===== config.mk =====
export PLATFORM = sky130hd
export DESIGN_NAME = bmd_fifo
export DESIGN_NICKNAME = d
export VERILOG_FILES = /design/src/bmd_pkg.sv /design/src/bmd_fifo.sv
export SDC_FILE = /design/constraint.sdc
export NUM_CORES = 1
export LEC_CHECK = 0
export BUFFER_PORTS_ARGS = -buffer_cell sky130_fd_sc_hd__clkbuf_2
export CAP_MARGIN = 20
export CORE_MARGIN = 4
export CORE_UTILIZATION = 30
export CTS_CLUSTER_DIAMETER = 80
export DETAILED_ROUTE_END_ITERATION = 7
export SETUP_SLACK_MARGIN = 0.05
export SKIP_CTS_REPAIR_TIMING = 1
export SLEW_MARGIN = 25
export SYNTH_ARGS = -nofsm -noshare
export SYNTH_HDL_FRONTEND = slang
export SYNTH_SLANG_ARGS = --single-unit

===== constraint.sdc =====
create_clock -name i_clk -period 2.6 [get_ports i_clk]
set_input_delay 0 -clock i_clk [delete_from_list [all_inputs] [get_ports i_clk]]
set_output_delay 0 -clock i_clk [all_outputs]
set_load 0.02 [all_outputs]

===== src/bmd_pkg.sv =====
`timescale 1ns / 1ps
// Shared types and constants of the block mean downsampler.
// Depends on nothing; bmd_fifo, bmd_front, bmd_back, the top and the testbench import it.
package bmd_pkg;

    localparam int OUT_CELLS_DEF  = 120;
    localparam int MAX_FACTOR_DEF = 30;
    localparam int QUEUE_DEPTH    = 4;
    localparam int ELEV_W         = 16;
    localparam int FACTOR_W       = 5;
    localparam int PCT_W          = 7;
    localparam int CELL_W         = 7;
    // Wide enough for any cell index while OUT_CELLS is at most 256.
    localparam int CELL_IDX_W     = 8;
    localparam int PCT_SCALE      = 200;

    localparam logic [FACTOR_W-1:0]      FACTOR_RESET = 5'd30;
    localparam logic signed [ELEV_W-1:0] VOID_SAMPLE  = 16'sh8000;

    typedef struct packed {
        logic signed [ELEV_W-1:0] elevation;
        logic                     tile_first;
    } t_in_item;

    typedef struct packed {
        logic signed [ELEV_W-1:0] mean_value;
        logic [PCT_W-1:0]         land_percent;
        logic [CELL_W-1:0]        cell_row;
        logic [CELL_W-1:0]        cell_col;
        logic                     tile_last;
    } t_out_item;

    typedef struct packed {
        logic [FACTOR_W-1:0] block_factor;
    } t_cfg_item;

    // One classified sample on its way from the front to the back end.
    typedef struct packed {
        logic [CELL_IDX_W-1:0]    col;
        logic [CELL_IDX_W-1:0]    row;
        logic                     first;
        logic                     done;
        logic                     last;
        logic signed [ELEV_W-1:0] contrib;
        logic                     land;
    } t_entry;

    typedef enum logic [1:0] {
        FR_RUN,
        FR_SETUP,
        FR_REMAP
    } t_front_state;

    typedef enum logic [1:0] {
        BK_IDLE,
        BK_ACC,
        BK_DIV
    } t_back_state;

endpackage


===== src/bmd_fifo.sv =====
`timescale 1ns / 1ps
// Short queue of classified samples between the front and the back end.
// Depends on bmd_pkg for the entry type.
module bmd_fifo #(
    parameter int DEPTH = 4
) (
    input  logic            i_clk,
    input  logic            i_rst_n,
    input  logic            i_push,
    input  bmd_pkg::t_entry i_entry,
    output logic            o_full,
    input  logic            i_pop,
    output bmd_pkg::t_entry o_entry,
    output logic            o_empty
);
    import bmd_pkg::*;

    localparam int AW = (DEPTH > 1) ? $clog2(DEPTH) : 1;
    localparam int CNT_W = $clog2(DEPTH + 1);

    t_entry           r_mem [DEPTH];
    logic [AW-1:0]    r_wptr;
    logic [AW-1:0]    r_rptr;
    logic [CNT_W-1:0] r_count;

    assign o_full  = (r_count == CNT_W'(DEPTH));
    assign o_empty = (r_count == '0);
    assign o_entry = r_mem[r_rptr];

    always_ff @(posedge i_clk) begin
        if (i_push) begin
            r_mem[r_wptr] <= i_entry;
        end
    end

    always_ff @(posedge i_clk) begin
        if (!i_rst_n) begin
            r_wptr  <= '0;
            r_rptr  <= '0;
            r_count <= '0;
        end else begin
            if (i_push) begin
                r_wptr <= (r_wptr == AW'(DEPTH - 1)) ? '0 : r_wptr + 1'b1;
            end
            if (i_pop) begin
                r_rptr <= (r_rptr == AW'(DEPTH - 1)) ? '0 : r_rptr + 1'b1;
            end
            case ({i_push, i_pop})
                2'b10:   r_count <= r_count + 1'b1;
                2'b01:   r_count <= r_count - 1'b1;
                default: r_count <= r_count;
            endcase
        end
    end

`ifndef ASSERT_OFF
    a_no_overflow: assert property (@(posedge i_clk) disable iff (!i_rst_n)
        i_push |-> !o_full) else $error("push into a full queue");
    a_no_underflow: assert property (@(posedge i_clk) disable iff (!i_rst_n)
        i_pop |-> !o_empty) else $error("pop from an empty queue");
    a_count_bound: assert property (@(posedge i_clk) disable iff (!i_rst_n)
        r_count <= CNT_W'(DEPTH)) else $error("queue count out of range");
`endif
endmodule


Word-level counts from Yosys, hierarchy flattened
Memories as Yosys holds them, arrays and structs flattened. A register that Yosys moved wholly into a read port is not among the register bits.
Index checks and enable logic that the tools add are counted.
{ "op_classes": {"add_sub_neg": 4, "eq_ne": 5, "n_mux": 7, "reduce_logical": 2} }
{ "ops": {"columns": ["cell", "n"], "rows": [
  ["$mux W2", 4],
  ["$eq A2 B2 Y1 const B", 3],
  ["$pmux W3 S2", 1],
  ["$add A2 B1 Y2 const B", 2],
  ["$add A3 B1 Y3 const B", 1],
  ["$eq A3 B3 Y1 const B", 1],
  ["$logic_not A3 Y1", 1],
  ["$sub A3 B1 Y3 const B", 1],
  ["$eq A2 B1 Y1 const B", 1],
  ["$mux W1", 2],
  ["$reduce_bool A2 Y1", 1]
]} }
{ "totals": {"regBits": 7, "mem_bits_rw": 144, "input_bits": 40, "out_inout_bits": 38, "wordCells": 22, "n_memories": 1} }
{ "memory_table": {"columns": ["memory", "words", "width", "rd", "rd_ports_with_merged_regs", "write_ports", "line", "text"], "rows": [
  ["r_mem", 4, 36, 1, 1, 1, "bmd_fifo.sv:21", "t_entry r_mem [DEPTH];"]
]} }

Longest topological paths before layout
{ "depth": {"ltp_word": 4, "ltp_mapped": 7, "depth_no_buf": 7} }

Least setup slack after synthesis
Ideal clock, no wire load.
{ "synth_timing": {"path_kind": "reg2reg", "start": "register r_wptr[0]", "end": "memory r_mem[3][0] (netlist bit), enable pin", "setup_time_ns": 0.397, "arrival_ns": 1.431, "t_required_ns": 2.203, "setup_slack_ns": 0.772, "path_stages_with_launch": 3, "path_buffers": 0, "synth_period_minus_slack_ns": 1.828, "cell_sequence": "dfxtp_1 -> ha_1 -> and2_1"} }
{ "synth_rtl": {"columns": ["element", "line", "text"], "rows": [
  ["from (decl)", "bmd_fifo.sv:22", "logic [AW-1:0] r_wptr;"],
  ["from (signal assigned)", "bmd_fifo.sv:43", "r_wptr <= (r_wptr == AW'(DEPTH - 1)) ? '0 : r_wptr + 1'b1;"],
  ["to (decl)", "bmd_fifo.sv:21", null]
]} }
Straight into the memory's write port.

==> metrics list <==
- Derived from the worst setup path, the maximum achievable clock frequency is 458.6 MHz.
- Min-delay worst type: in -> reg
- Number of nets in the layout: 415
- For the worst setup path, the data required time is 2.60 ns.
* H-tree Lvls: 4
* Standard-cell rows: 50
* Worst Path Max Fanout: 29
- The number of hold-slack violations in the final timing report was 0.
- Status: completed
- The finished cells cover 7391 um^2.
- After synthesis the netlist holds a flip-flop and latch count of 153.
* Number of enable flip-flop cells after synthesis: 144
- Setup repair after global routing left no endpoint under its margin.
- Reg2reg setup slack: 0.84 ns
* Layer with the highest usage after global routing: met2
* Total Die Area: 21310 um^2
* Tot GR Track Use: 0.1037
- VDD sags by at most 0.0003642 V.
* Clock insertion delay at the later pin of the skew report: 0.40 ns
- At the pin with the least slew margin, the transition time is 0.6792 ns.
* Total clock buffers created by CTS: 17
- For this design the ratio of total power to cell area is 798.8 nW/um^2.
* Critical path's largest stage delay: 0.74 ns
- Of all cell types, the one taking the most synthesized area is sky130_fd_sc_hd__edfxtp_1.
- Most used cells in the layout excluding fill and tap cells: sky130_fd_sc_hd__edfxtp_1, sky130_fd_sc_hd__clkbuf_2, sky130_fd_sc_hd__dlygate4sd3_1
- The worst setup path is captured at an output pin.
* GR Layer Usage met3: 0.04422
- First-pass iteration count of the detailed router: 4
- Initial antenna violation count: 0
- Dividing the detail-routed via count by the number of cells gives 4.467.
* Main synth FF type: sky130_fd_sc_hd__edfxtp_1
* Post-layout power: 5.904 mW
- Crit path max-delay family: flip-flops
- Root Buffer: sky130_fd_sc_hd__clkbuf_16
- The first global-routing pass estimated 16480 um of wire.
* FFs w/ async S/R, synth: 0
* Min Tclk post-route: 2.181 ns
- From synthesis to final layout, the design area changed by 29.37%.
* Final-report max-slew violation count: 0
* Total Neg Setup Slack: 0 ns
- Measured against its own limit, the worst slew margin works out to 0.5472.
- Number of antenna cells inserted: 0
- The share of synthesized area in the top cell type comes to 0.7569.
- After synthesis the cells add up to 5713 um^2.
* CTS Sinks: 153
- In the routed design, unresolved DRC markers number 0.
- In the global route stage, met1 resource usage came out at 0.1194.
- Once placement finished, the instance area stood at 6400 um^2.
- The number of global-route vias before repair is 2913.
- The worst setup path is of the reg -> out kind.
- Buffers placed on the I/O ports in this run total 77.
- Highest-delay cell along the critical path: sky130_fd_sc_hd__dfxtp_4
- Critical path buffer and inverter count: 2
* Number of antenna-violating nets in the routed design: 0
* Met2 layer usage reported by global route: 0.1761
* Initial standard-cell utilization of the core: 0.3054
- Sum of overflow across all layers after global routing: 0
- Clock Path Buffers: 2
* Count of placed standard cells in the final layout, fillers left out: 615
* Number of ports placed on the die boundary: 78
- A synthesized cell averages 24.31 um^2.
- Count of vias placed by the detailed router: 2747
- For this run, the register share of the synthesized area comes to 0.7884.
* Cells traversed along the worst timing path: buf_4 > mux4_2 > clkbuf_2
- Vert. Die Dim: 146.0 um
* Count of synthesis-stage warnings from yosys: 0
- Number of fill cells: 1656
* Number of nets in the synthesized netlist: 282
- The library cell used most frequently in the layout, excluding fill and tap cells, is sky130_fd_sc_hd__edfxtp_1.
- Number of maximum-capacitance constraint violations: 0
* Placed Cells: 545
- Between clock sinks in the finished design, the worst skew comes to 0.004275 ns.
- STA classifies the critical path startpoint as a flop.
- Routability-driven placement finished with a final weighted congestion of 0.6627.
* Post-Synthesis Cells: 235
* Post-synth cell types: 25
- After synthesis, the cell types taking the most area are sky130_fd_sc_hd__edfxtp_1, sky130_fd_sc_hd__mux4_2, sky130_fd_sc_hd__dfxtp_1.
- Routed Wire Length: 10530 um
- Setup-failing EPs final: 0
- TritonCTS built the clock tree.
- CORE AREA: 18710 um^2
- Detailed router's first-iteration violation count: 160
- Clock input transition at the sequential cells of the worst setup and hold paths: 0.06 ns
* Share of post-route cells with drive strength above 1: 0.3858
- Static leakage: 2.564 nW
- Dividing the final minimum period by the clock period gives 0.8388.
- Final WS setup: 0.4192 ns
- X dimension of the die: 146.0 um
* Routed WL per cell: 17.12 um
- STA puts the critical path data arrival time at 2.18 ns.
* Largest net degree at the start of global routing: 30
- OpenSTA, run right after detailed placement, puts the worst setup slack at 0.7772 ns.
## metal layers
| metal | wire [um] | up-vias |
|---|---|---|
| li1 | - | 1251 |
| met1 | 4451 | 1419 |
| met2 | 5524 | 68 |
| met3 | 445 | 9 |
| met4 | 109 | 0 |
| met5 | 0 | - |
## synth_stat cells, drive strengths merged, types with 2 or more instances
library cell and count:
mux2i 2, edfxtp 144, ha 6, and2 6, buf 7, o21ai 2, inv 6, nor2b 4
dfxtp 9, mux4 36, nor3b 2
## flip-flops by register name (all words and copies together), names as in the netlist, named ones only
register / cells
r_rptr: 2
r_mem: 144
r_count: 3
r_wptr: 2
## stage by stage
step	util	hold WS, ns
floorplan	-	0.09887
global placement	0.3421	0.2178
detailed placement	0.3421	0.2200
CTS	0.3748	-0.2159
global route	0.3951	0.01179
finish	0.3951	0.01088
## path summary, 6_finish.rpt
| path | cells past startpoint | endpoint | from |
|---|---|---|---|
| max | 3 | o_entry[19] | flop |
| min | 3 | flop | i_pop |
| max reg2reg | 4 | r_mem[1][17]$_DFFE_PP_ | r_wptr[1]$_SDFFE_PN0P_ |
| min reg2reg | 2 | r_count[2]$_SDFFE_PN0P_ | r_count[2]$_SDFFE_PN0P_ |
## layout make-up
type,instances,area [um^2],share of cell area
clock inverters,12,173.9,0.02353
repair buffers,122,855.8,0.1158
well taps,234,292.8,0.03961
inverters,6,22.52,0.003047
multi-input cells,68,1100,0.1488
clock buffers,20,436.7,0.05908
flip-flops and latches,153,4509,0.6101
## where the power goes
part / switching, mW / internal, mW / leakage [nW] / total, mW
Clock: 0.902 / 1.60 / 0.290 / 2.51
Sequential: 0.0568 / 2.80 / 1.40 / 2.86
Combinational: 0.289 / 0.248 / 0.877 / 0.537
## tightest hold or removal path, delay by kind of cell
| family | cells | cell delay [ns] |
|---|---|---|
| simple gates | 1 | 0.07 |
| mux | 1 | 0.17 |
| buf+inv | 1 | 0.13 |
## logic make-up after synthesis
family | Yosys count | synth area share
AO/OA/AOI/OAI | 5 | 0.005256
XOR/XNOR | 2 | 0.003067
adder cells (fa/ha/maj) | 7 | 0.01664
buffers and inverters | 14 | 0.01993
flip-flops | 153 | 0.7884
multiplexers | 38 | 0.1494
AND/OR/NAND/NOR | 16 | 0.01730
Note: power is estimated with default switching activity, not from simulation.
