### config.mk
export PLATFORM = sky130hd
export DESIGN_NAME = bmd_back_flat
export DESIGN_NICKNAME = d
export VERILOG_FILES = /design/src/bmd_pkg.sv /design/src/bmd_chan_if.sv /design/src/bmd_ram.sv /design/src/bmd_div.sv /design/src/bmd_back.sv /design/src/flat_wrapper.sv
export SDC_FILE = /design/constraint.sdc
export NUM_CORES = 1
export LEC_CHECK = 0
export BUFFER_PORTS_ARGS = -buffer_cell sky130_fd_sc_hd__buf_2
export CELL_PAD_IN_SITES_DETAIL_PLACEMENT = 1
export CELL_PAD_IN_SITES_GLOBAL_PLACEMENT = 2
export CORE_ASPECT_RATIO = 0.5
export CORE_MARGIN = 1.5
export CORE_UTILIZATION = 25
export CTS_CLUSTER_SIZE = 12
export DETAILED_ROUTE_END_ITERATION = 8
export HOLD_SLACK_MARGIN = 0.05
export PLACE_DENSITY_LB_ADDON = 0.15
export SKIP_LAST_GASP = 1
export SYNTH_ARGS = -nofsm -noshare
export SYNTH_HDL_FRONTEND = slang
export SYNTH_MEMORY_MAX_BITS = 65536
export SYNTH_SLANG_ARGS = --single-unit
### constraint.sdc
create_clock -name i_clk -period 2.7 [get_ports i_clk]
set_input_delay 0.135 -clock i_clk [delete_from_list [all_inputs] [get_ports i_clk]]
set_output_delay 0.135 -clock i_clk [all_outputs]
set_load 0.005 [all_outputs]
### src/bmd_pkg.sv
`timescale 1ns / 1ps
// Shared types and constants of the block mean downsampler.
// Depends on nothing; bmd_fifo, bmd_front, bmd_back, the top and the testbench import it.
package bmd_pkg;

    localparam int OUT_CELLS_DEF  = 120;
    localparam int MAX_FACTOR_DEF = 30;
    localparam int QUEUE_DEPTH    = 4;
    localparam int ELEV_W         = 16;
    localparam int FACTOR_W       = 5;
    localparam int PCT_W          = 7;
    localparam int CELL_W         = 7;
    // Wide enough for any cell index while OUT_CELLS is at most 256.
    localparam int CELL_IDX_W     = 8;
    localparam int PCT_SCALE      = 200;

    localparam logic [FACTOR_W-1:0]      FACTOR_RESET = 5'd30;
    localparam logic signed [ELEV_W-1:0] VOID_SAMPLE  = 16'sh8000;

    typedef struct packed {
        logic signed [ELEV_W-1:0] elevation;
        logic                     tile_first;
    } t_in_item;

    typedef struct packed {
        logic signed [ELEV_W-1:0] mean_value;
        logic [PCT_W-1:0]         land_percent;
        logic [CELL_W-1:0]        cell_row;
        logic [CELL_W-1:0]        cell_col;
        logic                     tile_last;
    } t_out_item;

    typedef struct packed {
        logic [FACTOR_W-1:0] block_factor;
    } t_cfg_item;

    // One classified sample on its way from the front to the back end.
    typedef struct packed {
        logic [CELL_IDX_W-1:0]    col;
        logic [CELL_IDX_W-1:0]    row;
        logic                     first;
        logic                     done;
        logic                     last;
        logic signed [ELEV_W-1:0] contrib;
        logic                     land;
    } t_entry;

    typedef enum logic [1:0] {
        FR_RUN,
        FR_SETUP,
        FR_REMAP
    } t_front_state;

    typedef enum logic [1:0] {
        BK_IDLE,
        BK_ACC,
        BK_DIV
    } t_back_state;

endpackage

### src/bmd_chan_if.sv
`timescale 1ns / 1ps
// Valid/ready channel carrying one payload of a chosen type.
// Depends on nothing; payload types come from bmd_pkg at instantiation.
interface bmd_chan_if #(
    parameter type t_payload = logic
) ();
    logic     valid;
    logic     ready;
    t_payload payload;

    modport source (output valid, output payload, input ready);
    modport sink (input valid, input payload, output ready);
endinterface

### src/bmd_ram.sv
`timescale 1ns / 1ps
// Generic simple dual-port RAM: one write port, one read port, registered read.
// Depends on nothing.
module bmd_ram #(
    parameter int WIDTH = 8,
    parameter int DEPTH = 16
) (
    input  logic                                     i_clk,
    input  logic                                     i_we,
    input  logic [((DEPTH > 1) ? $clog2(DEPTH) : 1)-1:0] i_waddr,
    input  logic [WIDTH-1:0]                         i_wdata,
    input  logic                                     i_re,
    input  logic [((DEPTH > 1) ? $clog2(DEPTH) : 1)-1:0] i_raddr,
    output logic [WIDTH-1:0]                         o_rdata
);
    logic [WIDTH-1:0] r_mem [DEPTH];

    always_ff @(posedge i_clk) begin
        if (i_we) begin
            r_mem[i_waddr] <= i_wdata;
        end
        if (i_re) begin
            o_rdata <= r_mem[i_raddr];
        end
    end
endmodule

### src/bmd_div.sv
`timescale 1ns / 1ps
// Restoring unsigned divider, one quotient bit per cycle.
// Depends on nothing.
module bmd_div #(
    parameter int NUM_W = 8,
    parameter int DEN_W = 8
) (
    input  logic             i_clk,
    input  logic             i_rst_n,
    input  logic             i_start,
    input  logic [NUM_W-1:0] i_num,
    input  logic [DEN_W-1:0] i_den,
    output logic             o_done,
    output logic [NUM_W-1:0] o_quo
);
    localparam int CNT_W = $clog2(NUM_W + 1);

    logic             r_busy;
    logic             r_done;
    logic [CNT_W-1:0] r_cnt;
    logic [DEN_W-1:0] r_rem;
    logic [DEN_W-1:0] r_den;
    logic [NUM_W-1:0] r_dq;
    logic [DEN_W:0]   trial;
    logic             ge;

    assign trial  = {r_rem, r_dq[NUM_W-1]};
    assign ge     = (trial >= {1'b0, r_den});
    assign o_done = r_done;
    assign o_quo  = r_dq;

    always_ff @(posedge i_clk) begin
        if (!i_rst_n) begin
            r_busy <= 1'b0;
            r_done <= 1'b0;
            r_cnt  <= '0;
        end else if (i_start) begin
            r_busy <= 1'b1;
            r_done <= 1'b0;
            r_cnt  <= CNT_W'(NUM_W);
        end else if (r_busy) begin
            r_cnt <= r_cnt - 1'b1;
            if (r_cnt == CNT_W'(1)) begin
                r_busy <= 1'b0;
                r_done <= 1'b1;
            end
        end
    end

    always_ff @(posedge i_clk) begin
        if (i_start) begin
            r_rem <= '0;
            r_den <= i_den;
            r_dq  <= i_num;
        end else if (r_busy) begin
            r_rem <= DEN_W'(ge ? trial - {1'b0, r_den} : trial);
            r_dq  <= {r_dq[NUM_W-2:0], ge};
        end
    end
endmodule

### src/bmd_back.sv
`timescale 1ns / 1ps
// Back end: per-column accumulation in RAM, rounding divisions and the
// output register. Depends on bmd_pkg, bmd_chan_if, bmd_ram and bmd_div.
module bmd_back #(
    parameter int OUT_CELLS  = bmd_pkg::OUT_CELLS_DEF,
    parameter int MAX_FACTOR = bmd_pkg::MAX_FACTOR_DEF
) (
    input  logic                              i_clk,
    input  logic                              i_rst_n,
    input  logic                              i_empty,
    input  bmd_pkg::t_entry                   i_entry,
    output logic                              o_pop,
    input  logic [$clog2(MAX_FACTOR + 1)-1:0] i_factor,
    bmd_chan_if.source                        o_out
);
    import bmd_pkg::*;

    localparam int F_W    = $clog2(MAX_FACTOR + 1);
    localparam int CW     = (OUT_CELLS > 1) ? $clog2(OUT_CELLS) : 1;
    localparam int N_W    = $clog2(MAX_FACTOR * MAX_FACTOR + 1);
    localparam int SUM_W  = ELEV_W + N_W + 1;
    localparam int LAND_W = N_W;
    localparam int MNUM_W = SUM_W + 1;
    localparam int DEN_W  = N_W + 1;
    localparam int LNUM_W = $clog2((PCT_SCALE + 1) * MAX_FACTOR * MAX_FACTOR + 1);

    t_back_state             r_state, n_state;
    t_entry                  r_entry;
    logic [OUT_CELLS-1:0]    r_valid;
    logic [N_W-1:0]          r_n;
    logic                    r_neg;
    t_out_item               r_out;
    logic                    r_out_valid;

    logic [CW-1:0]             addr;
    logic [SUM_W+LAND_W-1:0]   rdata, wdata;
    logic                      we, hit, load;
    logic signed [SUM_W-1:0]   old_sum, new_sum;
    logic [LAND_W-1:0]         old_land, new_land;
    logic [SUM_W-1:0]          mag;
    logic [MNUM_W-1:0]         m_num;
    logic [LNUM_W-1:0]         l_num;
    logic [DEN_W-1:0]          den;
    logic                      start, m_done, l_done;
    logic [MNUM_W-1:0]         m_quo;
    logic [LNUM_W-1:0]         l_quo;

    bmd_ram #(
        .WIDTH (SUM_W + LAND_W),
        .DEPTH (OUT_CELLS)
    ) u_acc_ram (
        .i_clk   (i_clk),
        .i_we    (we),
        .i_waddr (addr),
        .i_wdata (wdata),
        .i_re    (o_pop),
        .i_raddr (i_entry.col[CW-1:0]),
        .o_rdata (rdata)
    );

    bmd_div #(.NUM_W(MNUM_W), .DEN_W(DEN_W)) u_mean_div (
        .i_clk   (i_clk),
        .i_rst_n (i_rst_n),
        .i_start (start),
        .i_num   (m_num),
        .i_den   (den),
        .o_done  (m_done),
        .o_quo   (m_quo)
    );

    bmd_div #(.NUM_W(LNUM_W), .DEN_W(DEN_W)) u_land_div (
        .i_clk   (i_clk),
        .i_rst_n (i_rst_n),
        .i_start (start),
        .i_num   (l_num),
        .i_den   (den),
        .o_done  (l_done),
        .o_quo   (l_quo)
    );

    assign o_out.valid   = r_out_valid;
    assign o_out.payload = r_out;

    always_comb begin
        n_state = r_state;
        o_pop   = 1'b0;
        we      = 1'b0;
        start   = 1'b0;
        load    = 1'b0;

        addr = r_entry.col[CW-1:0];
        // A block's first sample in a column overwrites; unwritten entries read as zero.
        hit      = r_valid[addr] && !r_entry.first;
        old_sum  = hit ? rdata[SUM_W+LAND_W-1:LAND_W] : '0;
        old_land = hit ? rdata[LAND_W-1:0] : '0;
        new_sum  = old_sum + SUM_W'(r_entry.contrib);
        new_land = old_land + LAND_W'(r_entry.land);
        wdata    = {new_sum, new_land};

        // Rounded quotients: (2|s| + n) / 2n and (200 l + n) / 2n.
        mag   = new_sum[SUM_W-1] ? SUM_W'(-new_sum) : SUM_W'(new_sum);
        m_num = {mag, 1'b0} + MNUM_W'(r_n);
        l_num = LNUM_W'(LNUM_W'(new_land) * LNUM_W'(PCT_SCALE)) + LNUM_W'(r_n);
        den   = {r_n, 1'b0};

        case (r_state)
            BK_IDLE: begin
                if (!i_empty) begin
                    o_pop   = 1'b1;
                    n_state = BK_ACC;
                end
            end
            BK_ACC: begin
                we = 1'b1;
                if (r_entry.done) begin
                    start   = 1'b1;
                    n_state = BK_DIV;
                end else begin
                    n_state = BK_IDLE;
                end
            end
            BK_DIV: begin
                if (m_done && l_done && (!r_out_valid || o_out.ready)) begin
                    load    = 1'b1;
                    n_state = BK_IDLE;
                end
            end
            default: begin
                n_state = BK_IDLE;
            end
        endcase
    end

    always_ff @(posedge i_clk) begin
        if (!i_rst_n) begin
            r_state     <= BK_IDLE;
            r_valid     <= '0;
            r_out_valid <= 1'b0;
        end else begin
            r_state <= n_state;
            if (we) begin
                r_valid[addr] <= 1'b1;
            end
            if (load) begin
                r_out_valid <= 1'b1;
            end else if (o_out.ready) begin
                r_out_valid <= 1'b0;
            end
        end
    end

    always_ff @(posedge i_clk) begin
        r_n <= N_W'(i_factor * i_factor);
        if (o_pop) begin
            r_entry <= i_entry;
        end
        if (start) begin
            r_neg <= new_sum[SUM_W-1];
        end
        if (load) begin
            r_out.mean_value   <= r_neg ? -m_quo[ELEV_W-1:0] : m_quo[ELEV_W-1:0];
            r_out.land_percent <= l_quo[PCT_W-1:0];
            r_out.cell_row     <= r_entry.row[CELL_W-1:0];
            r_out.cell_col     <= r_entry.col[CELL_W-1:0];
            r_out.tile_last    <= r_entry.last;
        end
    end

`ifndef ASSERT_OFF
    a_acc_after_read: assert property (@(posedge i_clk) disable iff (!i_rst_n)
        r_state == BK_ACC |-> $past(r_state) == BK_IDLE)
        else $error("accumulate without a RAM read");
    a_plain_sample_returns: assert property (@(posedge i_clk) disable iff (!i_rst_n)
        r_state == BK_ACC && !r_entry.done |=> r_state == BK_IDLE)
        else $error("non-final sample did not return to idle");
    a_block_end_divides: assert property (@(posedge i_clk) disable iff (!i_rst_n)
        r_state == BK_ACC && r_entry.done |=> r_state == BK_DIV && !m_done && !l_done)
        else $error("block end did not start the dividers");
`endif
endmodule

### src/flat_wrapper.sv
// flat-port wrapper written by rule: the top's interface ports become plain ports
module bmd_back_flat import bmd_pkg::*;
#(
    parameter int OUT_CELLS  = bmd_pkg::OUT_CELLS_DEF,
    parameter int MAX_FACTOR = bmd_pkg::MAX_FACTOR_DEF
)
  (i_clk, i_rst_n, i_empty, i_entry, o_pop, i_factor, o_out_valid, o_out_payload, o_out_ready);
  bmd_chan_if o_out_i ();
  input  logic i_clk;
  input  logic i_rst_n;
  input  logic i_empty;
  input  bmd_pkg::t_entry i_entry;
  output logic o_pop;
  input  logic [$clog2(MAX_FACTOR + 1)-1:0] i_factor;
  output wire logic [$bits(o_out_i.valid)-1:0] o_out_valid;
  output wire logic [$bits(o_out_i.payload)-1:0] o_out_payload;
  input wire logic [$bits(o_out_i.ready)-1:0] o_out_ready;
  assign o_out_valid = o_out_i.valid;
  assign o_out_payload = o_out_i.payload;
  assign o_out_i.ready = o_out_ready;
  bmd_back #(.OUT_CELLS(OUT_CELLS), .MAX_FACTOR(MAX_FACTOR)) u_core (.i_clk(i_clk), .i_rst_n(i_rst_n), .i_empty(i_empty), .i_entry(i_entry), .o_pop(o_pop), .i_factor(i_factor), .o_out(o_out_i));
endmodule
# Word level (Yosys, flattened, before mapping)
# Index checks and enable logic that the tools add are counted.
[totals]
wordCells = 56
output_inout_bits = 3
input_bits = 45
reg_bits = 20
[classes]
bitwise = 1
n_addsub = 2
n_eq_ne = 6
reduce_logical = 12
n_mux = 22
[op_table]
columns = ["cell", "n"]
rows = [
  ["2-to-1 mux 5 bit", 4],
  ["2-to-1 mux 1 bit", 14],
  ["== test 5 x 1 -> 1 bit (second input constant)", 2],
  ["subtractor 5 x 1 -> 5 bit (second input constant)", 2],
  ["2-to-1 mux 2 bit", 3],
  ["one-hot mux 2 bit (3 select lines)", 1],
  ["AND reduction 2 bit", 3],
  ["nonzero test 2 bit", 3],
  ["== test 2 x 1 -> 1 bit (second input constant)", 1],
  ["== test 2 bit (second input constant)", 1],
  ["logical AND 1 bit", 2],
  ["logical NOT 2 bit", 1],
  ["inequality test 2 x 1 -> 1 bit (second input constant)", 1],
  ["inequality test 2 bit (second input constant)", 1],
  ["OR reduction 2 bit", 1],
  ["logical NOT 1 bit", 1],
  ["logical OR 1 bit", 1],
  ["NOT 1 bit", 1],
]

# Depth between registers and ports, before layout
[logic_depth]
depth_word = 6
mapped_depth = 5
ltp_nobuf = 5

# Modules after synthesis
# Synthesis repeated with hierarchy kept, for this count alone.
[unflattened]
hier_cells = 9095
area_unflattened_um2 = 188570.9
[modules_own_cells]
columns = ["module", "instances", "seq_area_each_um2", "area_per_inst_um2", "cells_each"]
rows = [
  ["bmd_ram", 1, 134438.9, 171213.0, 7261],
  ["bmd_back", 1, 3483.3, 11688.7, 1344],
  ["bmd_div at u_core.u_mean_div", 1, 1531.5, 3169.3, 270],
  ["bmd_div at u_core.u_land_div", 1, 1231.2, 2499.9, 220],
]

# Worst setup path after synthesis
# No wires, ideal clock.
[synth_timing]
path_type = "reg-to-reg"
from = "register u_core.u_land_div.r_cnt[0]"
to = "register u_core.u_land_div.r_cnt[4]"
arrival_time_ps = 1129
synth_period_minus_slack_ps = 1203
n_path_buf = 0
setup_time_ps = 74
path_slack_ps = 1497
path_stages_with_launch = 6
required_ps = 2626
cell_sequence = "dfxtp_1 -> inv_1 -> ha_1 -> nand2_2 -> or4_1 -> a31oi_1"
[synth_via]
elab_chain_cells = 3
[synth_rtl]
columns = ["element", "line", "rtl"]
rows = [
  ["start: declaration", "bmd_div.sv:20", "logic [CNT_W-1:0] r_cnt;"],
  ["start signal: assignment", "bmd_div.sv:40", "r_cnt <= CNT_W'(NUM_W);"],
  ["start signal: assignment", "bmd_div.sv:42", "r_cnt <= r_cnt - 1'b1;"],
  ["subtractor 5 x 1 -> 5 bit", "bmd_div.sv:42", ""],
  ["2-to-1 mux 5 bit", "bmd_div.sv:41", "end else if (r_busy) begin"],
  ["2-to-1 mux 5 bit", "bmd_div.sv:37", "end else if (i_start) begin"],
]
# No other way between the ends. The select of a mux whose other input is x is not followed.
# A chain may end at the register's enable or synchronous reset.

# Worst setup path after layout
[layout_timing]
from = "register u_core.u_land_div.r_cnt[0]"
to = "register u_core.u_land_div.r_busy"
[layout_via]
elab_chain_cells = 4
[layout_rtl]
columns = ["element", "line", "rtl"]
rows = [
  ["== test 5 x 1 -> 1 bit", "bmd_div.sv:43", "if (r_cnt == CNT_W'(1)) begin"],
  ["2-to-1 mux 1 bit", "bmd_div.sv:43", ""],
  ["2-to-1 mux 1 bit", "bmd_div.sv:41", ""],
  ["2-to-1 mux 1 bit", "bmd_div.sv:37", ""],
  ["end signal: assignment", "bmd_div.sv:34", "r_busy <= 1'b0;"],
  ["end signal: assignment", "bmd_div.sv:38", "r_busy <= 1'b1;"],
  ["end signal: assignment", "bmd_div.sv:44", "r_busy <= 1'b0;"],
  ["end: declaration", "bmd_div.sv:18", "logic r_busy;"],
]
# No other way between the ends.

==> summary.md <==
| Metric | Value |
|---|---|
| Routed WL | between 1500 and 2000 um |
| Layout cell share with drive strength beyond 1 | 16.1% |
| Die area | 3670 sq um |
| F_max | just over 700 MHz |
| CP arrival | 1.55 ns |
| CTS tree | yes |
| Fin. max-slew vios | 0 |
| Worst min path class | input port to flop |
| Vias per inst | 4.57 |
| Filler instances | 360 |
| Worst path bufs/invs | 0 |
| Vias in the first global route | 612 |
| CP startpoint kind | flop |
| Vias | 608 |
| Hold path depth | 2 |
| Post-Synthesis Cells | 80 |
| # setup viols final | 0 |
| Top delay family on crit path | simple AND/OR/NAND/NOR gates |
| Final period util | 51.6% |
| Final HPWL DP | 1280 um |
| TNS Setup | 0 ns |
| Largest net degree at the start of global routing | 13 |
| Router iterations before antenna repair | 4 |
| Total track usage | 10.6% |
| First-pass GRT wire length | 2860 um |
| Slew headroom | 67.8% |
| Syn-to-layout area delta | 21.1% |
| DRC | 0 |
| Worst Slack Setup Final | 1.31 ns |
| Sequential area share after synthesis | between 50% and 60% |
| Avg WL per Cell | 12.5 um |
| Most frequent cells in the layout | dfxtp_1 (17), buf_2 (8), inv_1 (7), nor2_1 (7), a21oi_1 (5) |
| Tightest Pin Transition | 0.477 ns |
| Antenna violations before repair | 0 |
| Clock sinks | 20 |
| Reg clk slew, reported paths | around 0.08 ns |
| Crit-path cells | ha_1 -> nor4b_1 -> o21ai_0 -> and2_1 |
| Number of max-cap violations | 0 |
| Crit path depth | 4 |
| Post-Place Cells | around 130 |
| Most common cell after layout, fill and taps aside | dfxtp_1 |
| Routability cong. | 0.696 |
| Global route hottest layer | met2 |
| Setup Buffers After CTS | 0 |
| Register Area | 430 sq um |
| Fin. Hold Viols | 0 |
| Final min period | 1.39 ns |
| GRT overflow | 0 |
| Crit-path max FO | 4 |
| Io pins | 48 |
| Die height | 43.6 um |
| Fin Clk Skew | 0.00367 ns |
| Type of the worst setup path | flop to flop |
| Port Buffers | 8 |
| GRT met3 Usage | approximately 5.7% |
| Slowest library cell on the worst path | nor4b_1 |
| Initial core utilization | a little over a quarter |
| Met1 Usage GRT | between 10% and 20% |
| Final layout net count | 143 |
| Non-filler cells, final | 133 |
| CTS Root Cell | clkbuf_8 |
| H-tree depth | 1 |
| Yosys reg bits | 20 |
| N_diodes | 0 |
| LEAKAGE | 0.364 nW |
| Met2 Usage GRT | 17.0% |
| Initial DRC count | 18 |
| Final ANT Viol Nets | 0 |
| Row count | 14 |
| Core Area | 3070 sq um |
| Yosys cell types | 25 |
| Total CTS buffers | 3 |
| Skew-Pair Late Insertion Delay | 0.26 ns |
| Peak supply drop | 0.259 mV |
| Status | completed |
| Yosys warnings | 0 |
| Pre-CTS WS | around 1.3 ns |
| Die width | 84.2 um |
| Mapped Area | 823 sq um |
| CP max stage delay | a little over 0.4 ns |
| R2R depth | 4 |
| Pwr/cell area | 694 nW/um^2 |
| Synthesized Nets | 129 |
| Critical path required time | 2.85 ns |
| Multi-input gate area | 359 sq um |
| Average cell area after synthesis | 10.3 sq um |
| Endpoint type of the worst setup path | flop |
| RSZ-0062 raised after global routing | no |
| Clock Tree Buf Depth | 2 |
==> worst paths after layout <==
kind | from | endpoint | slack (ns)
min | i_rst_n | u_core.o_out.valid$_SDFFE_PN0P_ | 0.16
max reg2reg | u_core.u_land_div.r_cnt[0]$_SDFFE_PP0P_ | u_core.u_land_div.r_busy$_SDFF_PN0_ | 1.31
min reg2reg | u_core.r_entry[17]$_DFFE_PP_ | u_core.o_out.payload$_DFFE_PP_ | 0.45
max | u_core.u_land_div.r_cnt[0]$_SDFFE_PP0P_ | u_core.u_land_div.r_busy$_SDFF_PN0_ | 1.31
==> repair_timing <==
action,CTS,global route
endpoints found under the hold margin,2,0
hold buffers,2,0
gates resized for setup,0,0
==> power by group <==
group / total, W / internal, W / switching [W]
Combinational: 0.0000550 / 0.0000277 / 0.0000273
Clock: 0.000298 / 0.000198 / 0.000101
Sequential: 0.000339 / 0.000320 / 0.0000185
Total: 0.000692 / 0.000546 / 0.000146
==> cell usage after synthesis <==
| cell | number | area share [%] |
|---|---|---|
| a21oi_1 | 5 | 3.0 |
| ha_1 | 4 | 6.1 |
| nor4b_2 | 2 | 3.6 |
| a211oi_1 | 1 | 0.91 |
| a31oi_1 | 2 | 1.5 |
| nor2b_1 | 2 | 1.5 |
| xnor2_1 | 4 | 4.3 |
| nand2_2 | 1 | 0.76 |
| nor3_1 | 1 | 0.61 |
| nor3b_1 | 1 | 0.91 |
| nor4b_1 | 2 | 2.1 |
| o21ai_0 | 4 | 2.4 |
| and2_1 | 3 | 2.3 |
| buf_4 | 1 | 0.91 |
| xor2_1 | 2 | 2.1 |
| or4_1 | 2 | 1.8 |
| nor2_1 | 7 | 3.2 |
| o21a_1 | 1 | 0.91 |
| inv_1 | 7 | 3.2 |
| nand3b_1 | 1 | 0.91 |
| dfxtp_1 | 17 | 41 |
| a21boi_0 | 1 | 0.91 |
| o31ai_1 | 2 | 1.8 |
| nand2_1 | 4 | 1.8 |
| edfxtp_1 | 3 | 11 |
==> layer usage <==
metal,share of wire [%],vias up
li1,-,305
met1,49,291
met2,46,10
met3,4.9,2
met4,0.36,0
met5,0,-
==> stage by stage <==
step | total power, W | instance area (sq um) | utilization (%) | hold WS [ns]
4_1_cts | 0.000705 | 997 | 32.5 | 0.143
3_3_place_gp | 0.000395 | 906 | 29.6 | 0.315
5_1_grt | 0.000730 | 997 | 32.5 | 0.164
2_1_floorplan | 0.000381 | 823 | - | 0.234
3_5_place_dp | 0.000399 | 906 | 29.6 | 0.317
6_report | 0.000692 | 997 | 32.5 | 0.156
==> final cells by class <==
type                    instances  share of cell area (%)
repair buffers                 10                    6.02
flip-flops and latches         20                    43.2
clock inverters                 1                    3.01
well taps                      40                    5.02
inverters                       7                    2.63
multi-input cells              52                    36.0
clock buffers                   3                    4.14
==> cell families (layout without fill, tap and decap cells) <==
logic type,after synthesis,in the layout,synth area share [%]
AND/OR/NAND/NOR,26,26,19.6
adder cells (fa/ha/maj),4,4,6.08
XOR/XNOR,6,6,6.38
flip-flops,20,20,52.3
buffers and inverters,8,21,4.10
AO/OA/AOI/OAI,16,16,11.6
==> registers in the layout (all words and copies together), names as in the netlist <==
signal and count:
u_core.o_out.payload 1, u_core.o_out.valid 1, u_core.r_entry 2, u_core.r_state 2, u_core.u_land_div.o_done 1, u_core.u_land_div.r_busy 1, u_core.u_land_div.r_cnt 5, u_core.u_mean_div.o_done 1
u_core.u_mean_div.r_busy 1, u_core.u_mean_div.r_cnt 5
==> worst register-to-register path: cells and delay by family, from the launching register on <==
family,cells,cell delay (ns)
adder cells (fa/ha/maj),1,0.17
flip-flops,1,0.40
AND/OR/NAND/NOR,2,0.59
AO/OA/AOI/OAI,1,0.14
(Power assumes the default switching activity.)
